==> config.mk <==
export PLATFORM = sky130hd
export DESIGN_NAME = lfomdt_front_flat
export DESIGN_NICKNAME = d
export VERILOG_FILES = /design/src/sv/lfomdt_pkg.sv /design/src/sv/lfomdt_if.sv /design/src/sv/lfomdt_front.sv /design/src/flat_wrapper.sv
export SDC_FILE = /design/constraint.sdc
export NUM_CORES = 1
export LEC_CHECK = 0
export BUFFER_PORTS_ARGS = -buffer_cell sky130_fd_sc_hd__buf_2
export CAP_MARGIN = 20
export CORE_ASPECT_RATIO = 1.25
export CORE_MARGIN = 4
export CORE_UTILIZATION = 51
export CTS_CLUSTER_SIZE = 40
export DETAILED_ROUTE_END_ITERATION = 7
export PLACE_DENSITY = 0.78
export SKIP_LAST_GASP = 1
export SLEW_MARGIN = 20
export SYNTH_ARGS = -nofsm -noshare
export SYNTH_HDL_FRONTEND = slang
export SYNTH_SLANG_ARGS = --single-unit
==> constraint.sdc <==
create_clock -name clk_i -period 3.8 [get_ports clk_i]
set_input_delay 0.19 -clock clk_i [delete_from_list [all_inputs] [get_ports clk_i]]
set_output_delay 0.19 -clock clk_i [all_outputs]
set_load 0.05 [all_outputs]
==> src/sv/lfomdt_pkg.sv <==
// Shared types, constants and the sine table builder of the LFO delay unit.
// No dependencies; every other file but the assertion macro header imports this package.
package lfomdt_pkg;

  localparam int RING_DEPTH   = 2048;
  localparam int RING_AW      = $clog2(RING_DEPTH);
  localparam int SINE_ENTRIES = 1024;
  localparam int SINE_AW      = $clog2(SINE_ENTRIES);
  localparam int QUEUE_DEPTH  = 2;
  localparam int QUEUE_AW     = $clog2(QUEUE_DEPTH);
  localparam int QUEUE_CW     = $clog2(QUEUE_DEPTH + 1);
  // Queue entries plus the item in the back end plus the output register.
  localparam int MAX_INFLIGHT = QUEUE_DEPTH + 2;

  localparam int SAMPLE_W = 24;
  localparam int RATE_W   = 16;
  localparam int STEP_W   = 15;
  localparam int PADDR_W  = 3;
  localparam int PDATA_W  = 32;

  localparam logic [PADDR_W-3:0] REG_RATE   = '0;
  localparam logic [RATE_W-1:0]  RATE_RESET = 16'hFFFF;

  localparam logic [30:0] BASE_ONE       = 31'd2052421705;
  localparam logic [30:0] BASE_TWO       = 31'd1172812403;
  localparam int          BASE_DELAY     = 1132;
  localparam logic [30:0] MOD_OFFSET_Q30 = 31'd1215478628;
  localparam logic [20:0] MOD_SLOPE_Q15  = 21'd1836122;
  localparam logic signed [15:0] MIX_GAIN_Q15 = 16'sd13107;
  localparam logic [13:0] TREM_GAIN_Q15  = 14'd16220;
  localparam int          ROUND_HALF_Q15 = 16384;

  typedef logic signed [SAMPLE_W-1:0] sample_t;
  typedef logic signed [15:0] sine_t;
  typedef sine_t sine_tab_t [SINE_ENTRIES];

  typedef struct packed {
    sample_t left;
    sample_t right;
  } qentry_t;

  typedef struct packed {
    logic    valid;
    qentry_t item;
  } qhead_t;

  // Quarter-wave fold and a truncating Horner series up to x^11, rounded to Q1.15.
  function automatic sine_tab_t build_sine_tab();
    sine_tab_t         tab;
    longint unsigned   p, a, x, x2, t, s;
    longint            f;
    bit                neg;
    for (int k = 0; k < SINE_ENTRIES; k++) begin
      p = (64'(k) << 32) / SINE_ENTRIES;
      if (p < 64'h4000_0000) f = longint'(p);
      else if (p < 64'hC000_0000) f = 64'sh8000_0000 - longint'(p);
      else f = longint'(p) - 64'sh1_0000_0000;
      neg = (f < 0);
      a   = neg ? longint'(-f) : longint'(f);
      x   = (a * 64'd6746518852) >> 32;
      x2  = (x * x) >> 30;
      t   = 64'd1073741824 - x2 / 110;
      t   = 64'd1073741824 - ((x2 * t) >> 30) / 72;
      t   = 64'd1073741824 - ((x2 * t) >> 30) / 42;
      t   = 64'd1073741824 - ((x2 * t) >> 30) / 20;
      t   = 64'd1073741824 - ((x2 * t) >> 30) / 6;
      s   = (x * t) >> 30;
      s   = (s + 64'd16384) >> 15;
      if (s > 64'd32767) s = 64'd32767;
      tab[k] = neg ? -sine_t'(s[15:0]) : sine_t'(s[15:0]);
    end
    return tab;
  endfunction

  localparam sine_tab_t SINE_TAB = build_sine_tab();

endpackage

==> src/sv/lfomdt_if.sv <==
// Stream interfaces for the stereo sample items entering and leaving the unit.
// Depends on lfomdt_pkg for the sample type.
interface lfomdt_in_if;
  import lfomdt_pkg::*;
  logic    valid;
  logic    ready;
  sample_t left_in;
  sample_t right_in;
  modport source (output valid, left_in, right_in, input ready);
  modport sink   (input valid, left_in, right_in, output ready);
endinterface


==> src/sv/lfomdt_front.sv <==
// Front end: takes items from the input channel into a short queue.
// Depends on lfomdt_pkg and lfomdt_in_if.
module lfomdt_front (
  input  logic               clk_i,
  input  logic               rst_ni,
  lfomdt_in_if.sink          in_ch,
  input  logic               pop_i,
  output lfomdt_pkg::qhead_t head_o
);
  import lfomdt_pkg::*;

  qentry_t               mem_q [QUEUE_DEPTH];
  logic [QUEUE_AW-1:0]   wr_ptr_q, wr_ptr_d, rd_ptr_q, rd_ptr_d;
  logic [QUEUE_CW-1:0]   count_q, count_d;
  logic                  push, pop;

  assign in_ch.ready = (count_q != QUEUE_CW'(QUEUE_DEPTH));
  assign push        = in_ch.valid && in_ch.ready;
  assign pop         = pop_i && (count_q != '0);

  assign head_o.valid = (count_q != '0);
  assign head_o.item  = mem_q[rd_ptr_q];

  always_comb begin
    wr_ptr_d = wr_ptr_q;
    rd_ptr_d = rd_ptr_q;
    count_d  = count_q;
    if (push) begin
      wr_ptr_d = (wr_ptr_q == QUEUE_AW'(QUEUE_DEPTH - 1)) ? '0 : wr_ptr_q + 1'b1;
    end
    if (pop) begin
      rd_ptr_d = (rd_ptr_q == QUEUE_AW'(QUEUE_DEPTH - 1)) ? '0 : rd_ptr_q + 1'b1;
    end
    if (push && !pop) begin
      count_d = count_q + 1'b1;
    end else if (pop && !push) begin
      count_d = count_q - 1'b1;
    end
  end

  always_ff @(posedge clk_i or negedge rst_ni) begin
    if (!rst_ni) begin
      wr_ptr_q <= '0;
      rd_ptr_q <= '0;
      count_q  <= '0;
    end else begin
      wr_ptr_q <= wr_ptr_d;
      rd_ptr_q <= rd_ptr_d;
      count_q  <= count_d;
    end
  end

  always_ff @(posedge clk_i) begin
    if (push) begin
      mem_q[wr_ptr_q] <= '{left: in_ch.left_in, right: in_ch.right_in};
    end
  end

endmodule

==> src/flat_wrapper.sv <==
// flat-port wrapper written by rule: the top's interface ports become plain ports
module lfomdt_front_flat import lfomdt_pkg::*;
  (clk_i, rst_ni, pop_i, head_o, in_ch_valid, in_ch_left_in, in_ch_right_in, in_ch_ready);
  lfomdt_in_if in_ch_i ();
  input  logic clk_i;
  input  logic rst_ni;
  input  logic pop_i;
  output lfomdt_pkg::qhead_t head_o;
  input wire logic [$bits(in_ch_i.valid)-1:0] in_ch_valid;
  input wire logic [$bits(in_ch_i.left_in)-1:0] in_ch_left_in;
  input wire logic [$bits(in_ch_i.right_in)-1:0] in_ch_right_in;
  output wire logic [$bits(in_ch_i.ready)-1:0] in_ch_ready;
  assign in_ch_i.valid = in_ch_valid;
  assign in_ch_i.left_in = in_ch_left_in;
  assign in_ch_i.right_in = in_ch_right_in;
  assign in_ch_ready = in_ch_i.ready;
  lfomdt_front u_core (.clk_i(clk_i), .rst_ni(rst_ni), .in_ch(in_ch_i), .pop_i(pop_i), .head_o(head_o));
endmodule
-- Word level (Yosys, flattened, before mapping)
Memories as Yosys holds them, arrays and structs flattened.
Cells that the tools add are included.
- mux-type cells: 6
- reductions and logical operators: 8
- $add $sub $neg: 4
- equality and inequality tests: 1
- operator list (operator ; number):
    logical AND 1 bit ; 4
    two-way mux 1 bit ; 4
    two-way mux 2 bit ; 2
    nonzero test 2 bit ; 2
    adder 1 bit (second input constant) ; 2
    adder 2 x 1 -> 2 bit (second input constant) ; 1
    zero test 1 bit ; 2
    inequality test 2 bit (second input constant) ; 1
    subtractor 2 x 1 -> 2 bit (second input constant) ; 1
- memories: 1
- logic and storage cells: 23
- output and inout port bits: 50
- register bits: 4
- RAM bits: 96
- memories (memory ; words ; width ; read ports ; clocked after Yosys merged registers in ; wr ports ; RTL line ; text):
    u_core.mem_q ; 2 ; 48 ; 1 ; 0 ; 1 ; lfomdt_front.sv:12 ; qentry_t mem_q [QUEUE_DEPTH];

-- Depth between registers and ports, before layout
Gate-level depths: netlist of run 1.
- depth in word-level cells: 6
- depth in mapped cells: 7
- gate-level depth less buffers: 7

-- Worst setup path after synthesis of run 1
OpenSTA, ideal clock, no wires.
- path kind: reg2reg
- from: register u_core.count_q[0]
- to: memory u_core.mem_q[0][0] in the netlist's numbering, enable pin
- cell stages (with the launch flop): 4
- path slack: 0.260 ns
- period minus slack after synthesis: 3.540 ns
- setup time: 0.454 ns
- arrival time: 3.086 ns
- data required time: 3.346 ns
- path through: dfrtp_1 -> nand2b_1 -> nand2_1 -> nor2_1
- longest elaborated chain between the ends: 4
- RTL lines (what ; RTL line ; text):
    start: declaration ; lfomdt_front.sv:14 ; logic [QUEUE_CW-1:0] count_q, count_d;
    start signal: assignment ; lfomdt_front.sv:49 ; count_q <= count_d;
    inequality test 2 bit ; lfomdt_front.sv:17 ; assign in_ch.ready = (count_q != QUEUE_CW'(QUEUE_DEPTH));
    named net in_ch_ready ; flat_wrapper.sv:12 ; output wire logic [$bits(in_ch_i.ready)-1:0] in_ch_ready;
    logical AND 1 bit ; lfomdt_front.sv:18 ; assign push = in_ch.valid && in_ch.ready;
    two-way mux 1 bit ; lfomdt_front.sv:54 ; if (push) begin
    two-way mux 1 bit (implied by the code) ; lfomdt_front.sv:55 ; mem_q[wr_ptr_q] <= '{left: in_ch.left_in, right: in_ch.right_in};
    end: declaration ; lfomdt_front.sv:12 ;
The timed path passes the listed nets, and every way through them passes these cells.

==> results of run 1 <==
-- state kept, by name (all words and copies together) (netlist names) --
register,cells
u_core.wr_ptr_q,1
u_core.mem_q,96
u_core.rd_ptr_q,1
u_core.count_q,2
-- repair_timing --
item                                    4_1_cts  5_1_grt
buffers inserted                              0        0
endpoints found under the hold margin        13        6
endpoints found under the setup margin        0        0
hold buffers                                  6        4
-- power by group --
group          internal, W  switching (W)  total (W)
logic             0.000512        0.00121    0.00172
registers          0.00151       0.000147    0.00166
clock network     0.000368       0.000343   0.000711
-- routing by layer --
metal  wire (microns)  vias to the layer above
met1             2430                      894
li1                 -                      885
met5                0                        -
met4              137                        0
met2             3020                       72
met3              411                       11
-- kinds of logic (layout without fill, tap and decap cells) --
| kind of cell | count (synthesis) | in the layout | share of synthesized area, % |
|---|---|---|---|
| flops | 100 | 100 | 80.5 |
| buf+inv | 6 | 130 | 1.42 |
| mux | 48 | 48 | 15.6 |
| xor+xnor | 5 | 5 | 1.18 |
| fa+ha+maj | 1 | 1 | 0.338 |
| simple gates | 7 | 7 | 0.913 |
-- path summary, 6_finish.rpt --
path | from | endpoint | slack (ns) | cells after the start
setup / recovery | u_core.rd_ptr_q | head_o[46] | 1.33 | 3
hold / removal | in_ch_right_in[4] | u_core.mem_q[0][4] | 0.02 | 1
setup reg to reg | u_core.count_q[0] | u_core.mem_q[0][23] | 1.67 | 4
hold reg to reg | u_core.count_q[1] | u_core.count_q[1] | 0.51 | 1
max in group asynchronous | rst_ni | u_core.rd_ptr_q | 3.52 | 2
min in group asynchronous | rst_ni | u_core.count_q[0] | 0.14 | 2
-- cell usage after synthesis (all sizes together) --
master  instances  share of area (%)
and3            1               0.17
buf             5                1.3
dfrtp           4                2.7
edfxtp         96                 78
ha              1               0.34
inv             1               0.10
mux2           48                 16
nand2           2               0.20
nand2b          1               0.17
nor2            2               0.20
or2             1               0.17
xnor2           3               0.71
xor2            2               0.47
-- critical path, cell delays in order (launching register included) --
cell and delay (ns):
dfrtp_2 0.98, buf_4 0.36, mux2_2 0.36, buf_2 0.21
-- final cells by class --
cell class	instances	share of cell area (%)
clock inverter	7	1.95
clock buffer	9	2.68
sequential	100	64.7
inverter	1	0.0813
tap	90	2.44
multi-input combinational	61	14.7
timing repair buffer	113	13.4
-- stage by stage --
step / instance area (sq um) / total power (W) / hold slack [ns] / util (%) / cells
6_report: 4620 / 0.00409 / 0.0177 / 65.8 / 381
3_5_place_dp: 4300 / 0.00342 / 0.000513 / 61.2 / 355
5_1_grt: 4620 / 0.00427 / 0.000636 / 65.8 / 381
2_1_floorplan: 3700 / 0.00308 / -0.106 / - / 167
3_3_place_gp: 4300 / 0.00339 / -0.00257 / 61.2 / 355
4_1_cts: 4570 / 0.00412 / 0.000178 / 65.1 / 377
==> results.sh, run 1 <==
export IMPL_antenna_cells=0
export IMPL_port_buffers=101
export IMPL_most_common_layout_cells="buf_2 (101), edfxtp_1 (96), mux2_2 (38)"
export IMPL_end_kind="output pin"
export IMPL_antenna_found_initial=0
export IMPL_core_area_sq_um=7020
export IMPL_fmax_mhz=406
export IMPL_num_rows=34
export IMPL_ys_seq_area_share_pct=80.5
export IMPL_fin_crit_sh_pct=64.9
export IMPL_drtIter0Drc=100
export IMPL_finalHoldViolations=0
export IMPL_ir_worst_vdd_uv=704
export IMPL_use_met1_pct=16.8
export IMPL_numCtsBuffers=9
export IMPL_setup_slack_ns=1.33
export IMPL_grt_max_degree=49
export IMPL_startpoint_type="flip-flop"
export IMPL_drive_above_1_share_pct=58.4
export IMPL_grt_util_met2_pct=22.9
export IMPL_htree_num_levels=3
export IMPL_status="completed"
export IMPL_finalClockSkew_ns=0.0110
export IMPL_crit_type="reg2out"
export IMPL_vias=1862
export IMPL_start_util_pct=52.8
export IMPL_die_area_sq_um=8700
export IMPL_syn_area_per_cell_sq_um=22.2
export IMPL_area_growth_pct=24.6
export IMPL_grt_pass1_wl_microns=8960
export IMPL_syn_inst=167
export IMPL_tightest_slew_ns=0.919
export IMPL_crit_required_ns=3.61
export IMPL_use_met3_pct=3.57
export IMPL_ctsResizeCount=0
export IMPL_rsz0062_at_grt="no"
export IMPL_tns_ns=0
export IMPL_arrival_ns=2.28
export IMPL_via_per_inst=4.89
export IMPL_grt_pass1_vias=1908
export IMPL_cts_sinks=100
export IMPL_period_needed_ns=2.47
export IMPL_ant_nets=0
export IMPL_dp_hpwl_microns=3970
export IMPL_netlist_area_sq_um=3700
export IMPL_nets=339
export IMPL_yosys_warnings=0
export IMPL_ys_seq_elements=100
export IMPL_overflow=0
export IMPL_multi_input_area_sq_um=681
export IMPL_drtPass1Iterations=4
export IMPL_grt_busiest_layer="met2"
export IMPL_holdCritPathClass="in2reg"
export IMPL_finalSetupViolCount=0
export IMPL_wire_per_inst_microns=15.7
export IMPL_clk_latency_ns=0.36
export IMPL_final_common_cell="buf_2"
export IMPL_place_ws_ns=1.65
export IMPL_p_leak_nw=1.77
export IMPL_tritoncts="built"
export IMPL_cts_root_buffer="clkbuf_8"
export IMPL_pin_count=102
export IMPL_post_route_drc_count=0
export IMPL_drv_slew=0
export IMPL_die_w_microns=84.2
export IMPL_seq_area_sq_um=2980
export IMPL_die_height_microns=103
export IMPL_cap_violations=0
export IMPL_p_per_area_nw_per_um2=885
export IMPL_grtUsageTotal_pct=13.9
export IMPL_critPathMaxFanout=39
export IMPL_fillers=490
export IMPL_syn_nets=220
export IMPL_clkTransAtPathRegs_ns=0.09
export IMPL_finalWeightedCongestion=0.710
export IMPL_maxSlewHeadroom_pct=38.7
export IMPL_routed_wl_microns=6000
export IMPL_ys_types=16
export IMPL_cts_buffer_depth=2
(Power assumes the default switching activity.)
==> inputs of run 2 (changes only) <==
Settings changed: ABC_AREA from default to 1.
Clock period 3.8 ns to 2.3 ns, I/O delays scaled along.
==> run 2 against run 1 <==
Sequential power up 57%. Via count grew 35%. Wire length rose by 26%. Clock-buffer cell count stayed put. Total power up 75%. Cell area is 8.9% higher. Sequential share of layout area shrank 5.3 points. Combinational power is 98% higher. Worst setup slack lost 0.90 ns. Flip-flop and latch count is the same. Cell count rose by 39%. Critical endpoint is now head_o[7]. Largest cell class unchanged.
==> results.sh, run 2 <==
export IMPL_dp_hpwl_microns=4680
export IMPL_ys_flop_type="edfxtp_1"
export IMPL_tns_ns=0
export IMPL_p_sw_share_pct=46.7
export IMPL_nets=489
export IMPL_ys_seq_area_share_pct=80.2
export IMPL_core_area_sq_um=7020
export IMPL_netlist_area_sq_um=3720
export IMPL_num_rows=34
export IMPL_ys_top_cells_by_count="nand2_1 (154), edfxtp_1 (96), buf_2 (7)"
export IMPL_finalWeightedCongestion=0.757
export IMPL_tightest_slew_ns=0.498
export IMPL_most_common_layout_cells="nand2_1 (154), buf_2 (101), edfxtp_1 (96)"
export IMPL_top_regs="u_core.mem_q: 96 flops, u_core.count_q: 2 flops"
export IMPL_largest_reg_flops=96
export IMPL_arrival_ns=1.75
export IMPL_cap_violations=0
export IMPL_p_per_area_nw_per_um2=1420
export IMPL_p_clk_share_pct=15.8
export IMPL_fin_crit_sh_pct=80.9
export IMPL_die_area_sq_um=8730
export IMPL_yosys_cell_count_top_type="nand2_1"
export IMPL_crit_slowest_cell="dfrtp_2"
export IMPL_setup_slack_ns=0.439
export IMPL_drtIter0Drc=137
export IMPL_critical_path_max_stage_delay_ns=0.41
export IMPL_fillers=489
export IMPL_synth_area_leader_cell="edfxtp_1"
export IMPL_synth_edff_count=96
export IMPL_die_w_microns=84.4
export IMPL_finalHoldViolations=0
export IMPL_grtUsageTotal_pct=18.2
export IMPL_p_switching_w=0.00334
export IMPL_yosys_warnings=0
export IMPL_grt_pass1_wl_microns=12000
export IMPL_fmax_mhz=537
export IMPL_finalClockSkew_ns=0.0142
export IMPL_p_comb_share_pct=47.7
export IMPL_ys_types=14
export IMPL_overflow=0
export IMPL_finalSetupViolCount=0
export IMPL_drive_above_1_share_pct=28.2
export IMPL_max_flop_register="u_core.mem_q"
export IMPL_grt_pass1_vias=2602
export IMPL_maxSlewHeadroom_pct=66.8
export IMPL_synth_top_area_share_pct=77.5
export IMPL_vias=2515
export IMPL_clk_latency_ns=0.35
export IMPL_cp_common_cell="nand2_1"
export IMPL_crit_required_ns=2.18
export IMPL_final_common_cell="nand2_1"
export IMPL_routed_wl_microns=7550
export IMPL_syn_area_per_cell_sq_um=13.3
export IMPL_critPathMaxFanout=26
export IMPL_crit_type="reg2out"
export IMPL_start_util_pct=53.0
export IMPL_drtPass1Iterations=4
export IMPL_ant_nets=0
export IMPL_antenna_found_initial=0
export IMPL_end_kind="output pin"
export IMPL_synth_area_top_cells="edfxtp_1 (78%), nand2_1 (16%), dfrtp_1 (2.7%)"
export IMPL_grt_max_degree=50
export IMPL_htree_num_levels=3
export IMPL_area_growth_pct=35.2
export IMPL_clkTransAtPathRegs_ns=0.08
export IMPL_cts_setup_buffers=0
export IMPL_stdcell_area_sq_um=5030
export IMPL_ir_worst_vdd_uv=844
export IMPL_rsz0062_at_grt="no"
export IMPL_p_int_w=0.00380
export IMPL_cts_buffer_depth=2
export IMPL_tritoncts="built"
export IMPL_crit_chain="inv_2 -> buf_12 -> nand2_1 -> nand2_1 -> buf_2"
export IMPL_status="completed"
export IMPL_post_route_drc_count=0
export IMPL_pin_count=102
export IMPL_syn_nets=333
export IMPL_cts_root_buffer="clkbuf_8"
export IMPL_die_height_microns=103
export IMPL_p_leak_nw=2.19
export IMPL_holdCritPathClass="in2reg"
export IMPL_power_w=0.00714
export IMPL_placed_area_sq_um=4330
export IMPL_numCtsBuffers=9
export IMPL_seqPwrFrac_pct=36.5
export IMPL_place_ws_ns=0.742
export IMPL_cts_sinks=100
export IMPL_syn_inst=280
export IMPL_wire_per_inst_microns=14.2
export IMPL_via_per_inst=4.75
export IMPL_async_reset_ff_share_pct=4.00
export IMPL_ys_seq_elements=100
export IMPL_drv_slew=0
export IMPL_startpoint_type="flip-flop"
export IMPL_port_buffers=101
export IMPL_antenna_cells=0
export IMPL_period_needed_ns=1.86
[run 2: cell count changes after synthesis, sizes merged, moves of 2 or more]
cell	delta
inv	+6
nand2	+152
nand3	+2
mux2	-48
buf	+6
xnor2	-2
[run 2: kinds of logic (layout without fill, tap and decap cells)]
kind of cell / count (synthesis) / in the layout / share of synthesized area [%]
simple gates: 159 / 159 / 16.2
fa+ha+maj: 1 / 1 / 0.337
flops: 100 / 100 / 80.2
xor+xnor: 2 / 2 / 0.471
buf+inv: 18 / 178 / 2.76
[run 2: power groups by stage]
stage / Combinational [W] / Sequential [W] / Clock [W]
CTS: 0.00344 / 0.00260 / 0.00115
finish: 0.00341 / 0.00260 / 0.00113
floorplan: 0.00261 / 0.00262 / 0
global route: 0.00366 / 0.00264 / 0.00124
detailed placement: 0.00337 / 0.00264 / 0
global placement: 0.00333 / 0.00263 / 0
[run 2: timing repair]
action,4_1_cts,5_1_grt
hold buffers,49,0
hold endpoints to repair,100,0
gates resized for setup,0,0
setup endpoints to repair,0,0
[run 2: stage by stage]
| stage | cells | util (%) | hold slack (ns) |
|---|---|---|---|
| floorplan | 280 | - | -0.181 |
| global placement | 466 | 61.7 | -0.0710 |
| detailed placement | 466 | 61.7 | -0.0712 |
| CTS | 530 | 71.6 | 0.0334 |
| global route | 530 | 71.6 | 0.0390 |
| finish | 530 | 71.6 | 0.0455 |
[run 2: per-layer routing]
layer | GRT usage, % | vias up | share of wire, %
li1 | - | 1241 | -
met1 | 19.0 | 1167 | 34
met2 | 34.0 | 86 | 57
met3 | 4.68 | 21 | 6.3
met4 | 9.01 | 0 | 2.8
met5 | 0 | - | 0
[run 2: final cells by class]
class	count	area (sq um)	share of cell area, %
Inverter	7	26.3	0.523
Tap cell	90	113	2.24
Sequential cell	100	2980	59.4
Clock inverter	6	80.1	1.59
Multi-Input combinational cell	162	647	12.9
Timing Repair Buffer	156	1050	21.0
Clock buffer	9	124	2.46
[run 2: path summary, 6_finish.rpt]
path                                        start                   to  slack, ns  cells past startpoint
max in group asynchronous                  rst_ni      u_core.rd_ptr_q       2.05                      2
worst min register to register  u_core.count_q[1]    u_core.count_q[1]       0.51                      2
min in group asynchronous                  rst_ni    u_core.count_q[0]       0.10                      2
worst max register to register  u_core.count_q[0]  u_core.mem_q[1][10]       0.74                      5
worst max-delay path              u_core.rd_ptr_q            head_o[7]       0.44                      5
worst min-delay path                        pop_i      u_core.rd_ptr_q       0.05                      3
[run 2: critical path, delay by kind of cell, from the launching register on]
family	cells	cell delay [ns]
buffers and inverters	3	0.85
DFF	1	0.41
and+or+nand+nor	2	0.13
==> inputs of run 3 (changes only) <==
Settings changed: ABC_AREA 1 to 0.
Clock period 2.3 ns to 1.91 ns, I/O delays scaled along.
==> run 3 against run 2 <==
Worst setup slack got worse by 0.29 ns. Non-clock buffer count unchanged. Cell count decreased by 20%. Critical path depth decreased by 2. Wire length decreased by 11%. Sequential share of layout area decreased by 0.47 points. Die area decreased by 0.33%. Critical path type unchanged. Largest power group unchanged. Highest routed layer unchanged.
==> results.sh, run 3 (synthesized netlist as in run 1, its figures left out) <==
export IMPL_stdcell_area_sq_um=5070
export IMPL_die_w_microns=84.2
export IMPL_htree_num_levels=3
export IMPL_ant_nets=0
export IMPL_maxSlewHeadroom_pct=74.9
export IMPL_fin_crit_sh_pct=92.4
export IMPL_ctsResizeCount=0
export IMPL_finalHoldViolations=0
export IMPL_routed_wl_microns=6740
export IMPL_p_per_area_nw_per_um2=1650
export IMPL_max_flop_register="u_core.mem_q"
export IMPL_vias=2063
export IMPL_largest_reg_flops=96
export IMPL_period_needed_ns=1.76
export IMPL_crit_type="reg2out"
export IMPL_tightest_slew_ns=0.376
export IMPL_placed_area_sq_um=4350
export IMPL_die_height_microns=103
export IMPL_grt_pass1_wl_microns=10700
export IMPL_finalSetupViolCount=0
export IMPL_startpoint_type="flip-flop"
export IMPL_antenna_found_initial=0
export IMPL_status="completed"
export IMPL_grt_max_degree=35
export IMPL_finalWeightedCongestion=0.721
export IMPL_port_buffers=101
export IMPL_rsz0062_at_grt="no"
export IMPL_cts_sinks=100
export IMPL_wire_per_inst_microns=16.0
export IMPL_tritoncts="built"
export IMPL_cts_root_buffer="clkbuf_8"
export IMPL_grtUsageTotal_pct=16.1
export IMPL_most_common_layout_cells="buf_2 (101), edfxtp_1 (96), dlygate4sd3_1 (49)"
export IMPL_drtIter0Drc=73
export IMPL_dp_hpwl_microns=4180
export IMPL_top_regs="u_core.mem_q: 96 flops, u_core.count_q: 2 flops"
export IMPL_cts_buffer_depth=2
export IMPL_numCtsBuffers=9
export IMPL_area_growth_pct=36.8
export IMPL_overflow=0
export IMPL_antenna_cells=0
export IMPL_holdCritPathClass="in2reg"
export IMPL_critPathMaxFanout=24
export IMPL_crit_required_ns=1.81
export IMPL_num_rows=34
export IMPL_drv_slew=0
export IMPL_post_route_drc_count=0
export IMPL_pin_count=102
export IMPL_via_per_inst=4.89
export IMPL_nets=382
export IMPL_start_util_pct=52.8
export IMPL_tns_ns=0
export IMPL_ir_worst_vdd_uv=1200
export IMPL_finalClockSkew_ns=0.0123
export IMPL_p_leak_nw=1.97
export IMPL_final_common_cell="buf_2"
export IMPL_clkTransAtPathRegs_ns=0.08
export IMPL_drtPass1Iterations=4
export IMPL_core_area_sq_um=7020
export IMPL_clk_latency_ns=0.35
export IMPL_drive_above_1_share_pct=52.7
export IMPL_grt_pass1_vias=2272
export IMPL_end_kind="output pin"
export IMPL_arrival_ns=1.67
export IMPL_die_area_sq_um=8700
export IMPL_cap_violations=0
export IMPL_fmax_mhz=567
==> run 3: cell types whose count changed in the layout (fill, tap and decap cells not counted), moves of 2 or more <==
cell / previous run / this run
mux2_2: 0 / 38
mux2_4: 0 / 10
inv_1: 6 / 1
nand3_1: 2 / 0
nand2_1: 154 / 1
clkinv_1: 2 / 0
xnor2_1: 1 / 3
==> run 3: repair_timing <==
item	in CTS	in global routing
setup buffers	0	0
endpoints found under the hold margin	100	0
hold buffers	49	0
setup endpoints to repair	0	0
==> run 3: stage by stage <==
| stage | utilization, % | std cells | hold slack (ns) | power [W] | setup slack (ns) |
|---|---|---|---|---|---|
| CTS | 72.2 | 422 | 0.0352 | 0.00847 | 0.108 |
| global placement | 62.0 | 359 | -0.0891 | 0.00683 | 0.480 |
| finish | 72.2 | 422 | 0.0578 | 0.00838 | 0.145 |
| floorplan | - | 167 | -0.200 | 0.00615 | 0.0193 |
| detailed placement | 62.0 | 359 | -0.0883 | 0.00689 | 0.384 |
| global route | 72.2 | 422 | 0.0448 | 0.00874 | 0.0691 |
==> run 3: cell type report <==
| class | instances | area (sq um) |
|---|---|---|
| timing repair buffer | 156 | 1050 |
| clock buffer | 9 | 124 |
| tap | 90 | 113 |
| sequential | 100 | 2980 |
| fill | 458 | 1950 |
| multi-input combinational | 61 | 687 |
| clock inverter | 5 | 103 |
| inverter | 1 | 3.75 |
==> run 3: path summary, 6_finish.rpt <==
check	from	endpoint	slack, ns	depth (start not counted)
setup / recovery	u_core.rd_ptr_q	head_o[47]	0.15	3
hold / removal	pop_i	u_core.rd_ptr_q	0.06	3
setup reg to reg	u_core.count_q[0]	u_core.count_q[1]	0.36	6
hold reg to reg	u_core.wr_ptr_q	u_core.wr_ptr_q	0.56	1
max in group asynchronous	rst_ni	u_core.rd_ptr_q	1.66	2
min in group asynchronous	rst_ni	u_core.wr_ptr_q	0.10	2
==> run 3: metal layers <==
metal	GRT usage (%)	part of all wire (%)	wire (microns)
met1	17.7	38	2570
met2	29.2	54	3660
met3	3.80	5.5	369
met4	8.42	2.1	144
met5	0	0	0
==> run 3: power breakdown <==
group          switching [W]  total [W]  internal, W
Sequential          0.000138    0.00314      0.00300
Clock               0.000641    0.00149     0.000853
Combinational        0.00262    0.00375      0.00113
Total                0.00340    0.00838      0.00498
==> run 3: critical path: stages (launching register included) <==
cell and delay, ns:
dfrtp_2 0.36, buf_4 0.34, mux2_2 0.40, buf_2 0.22
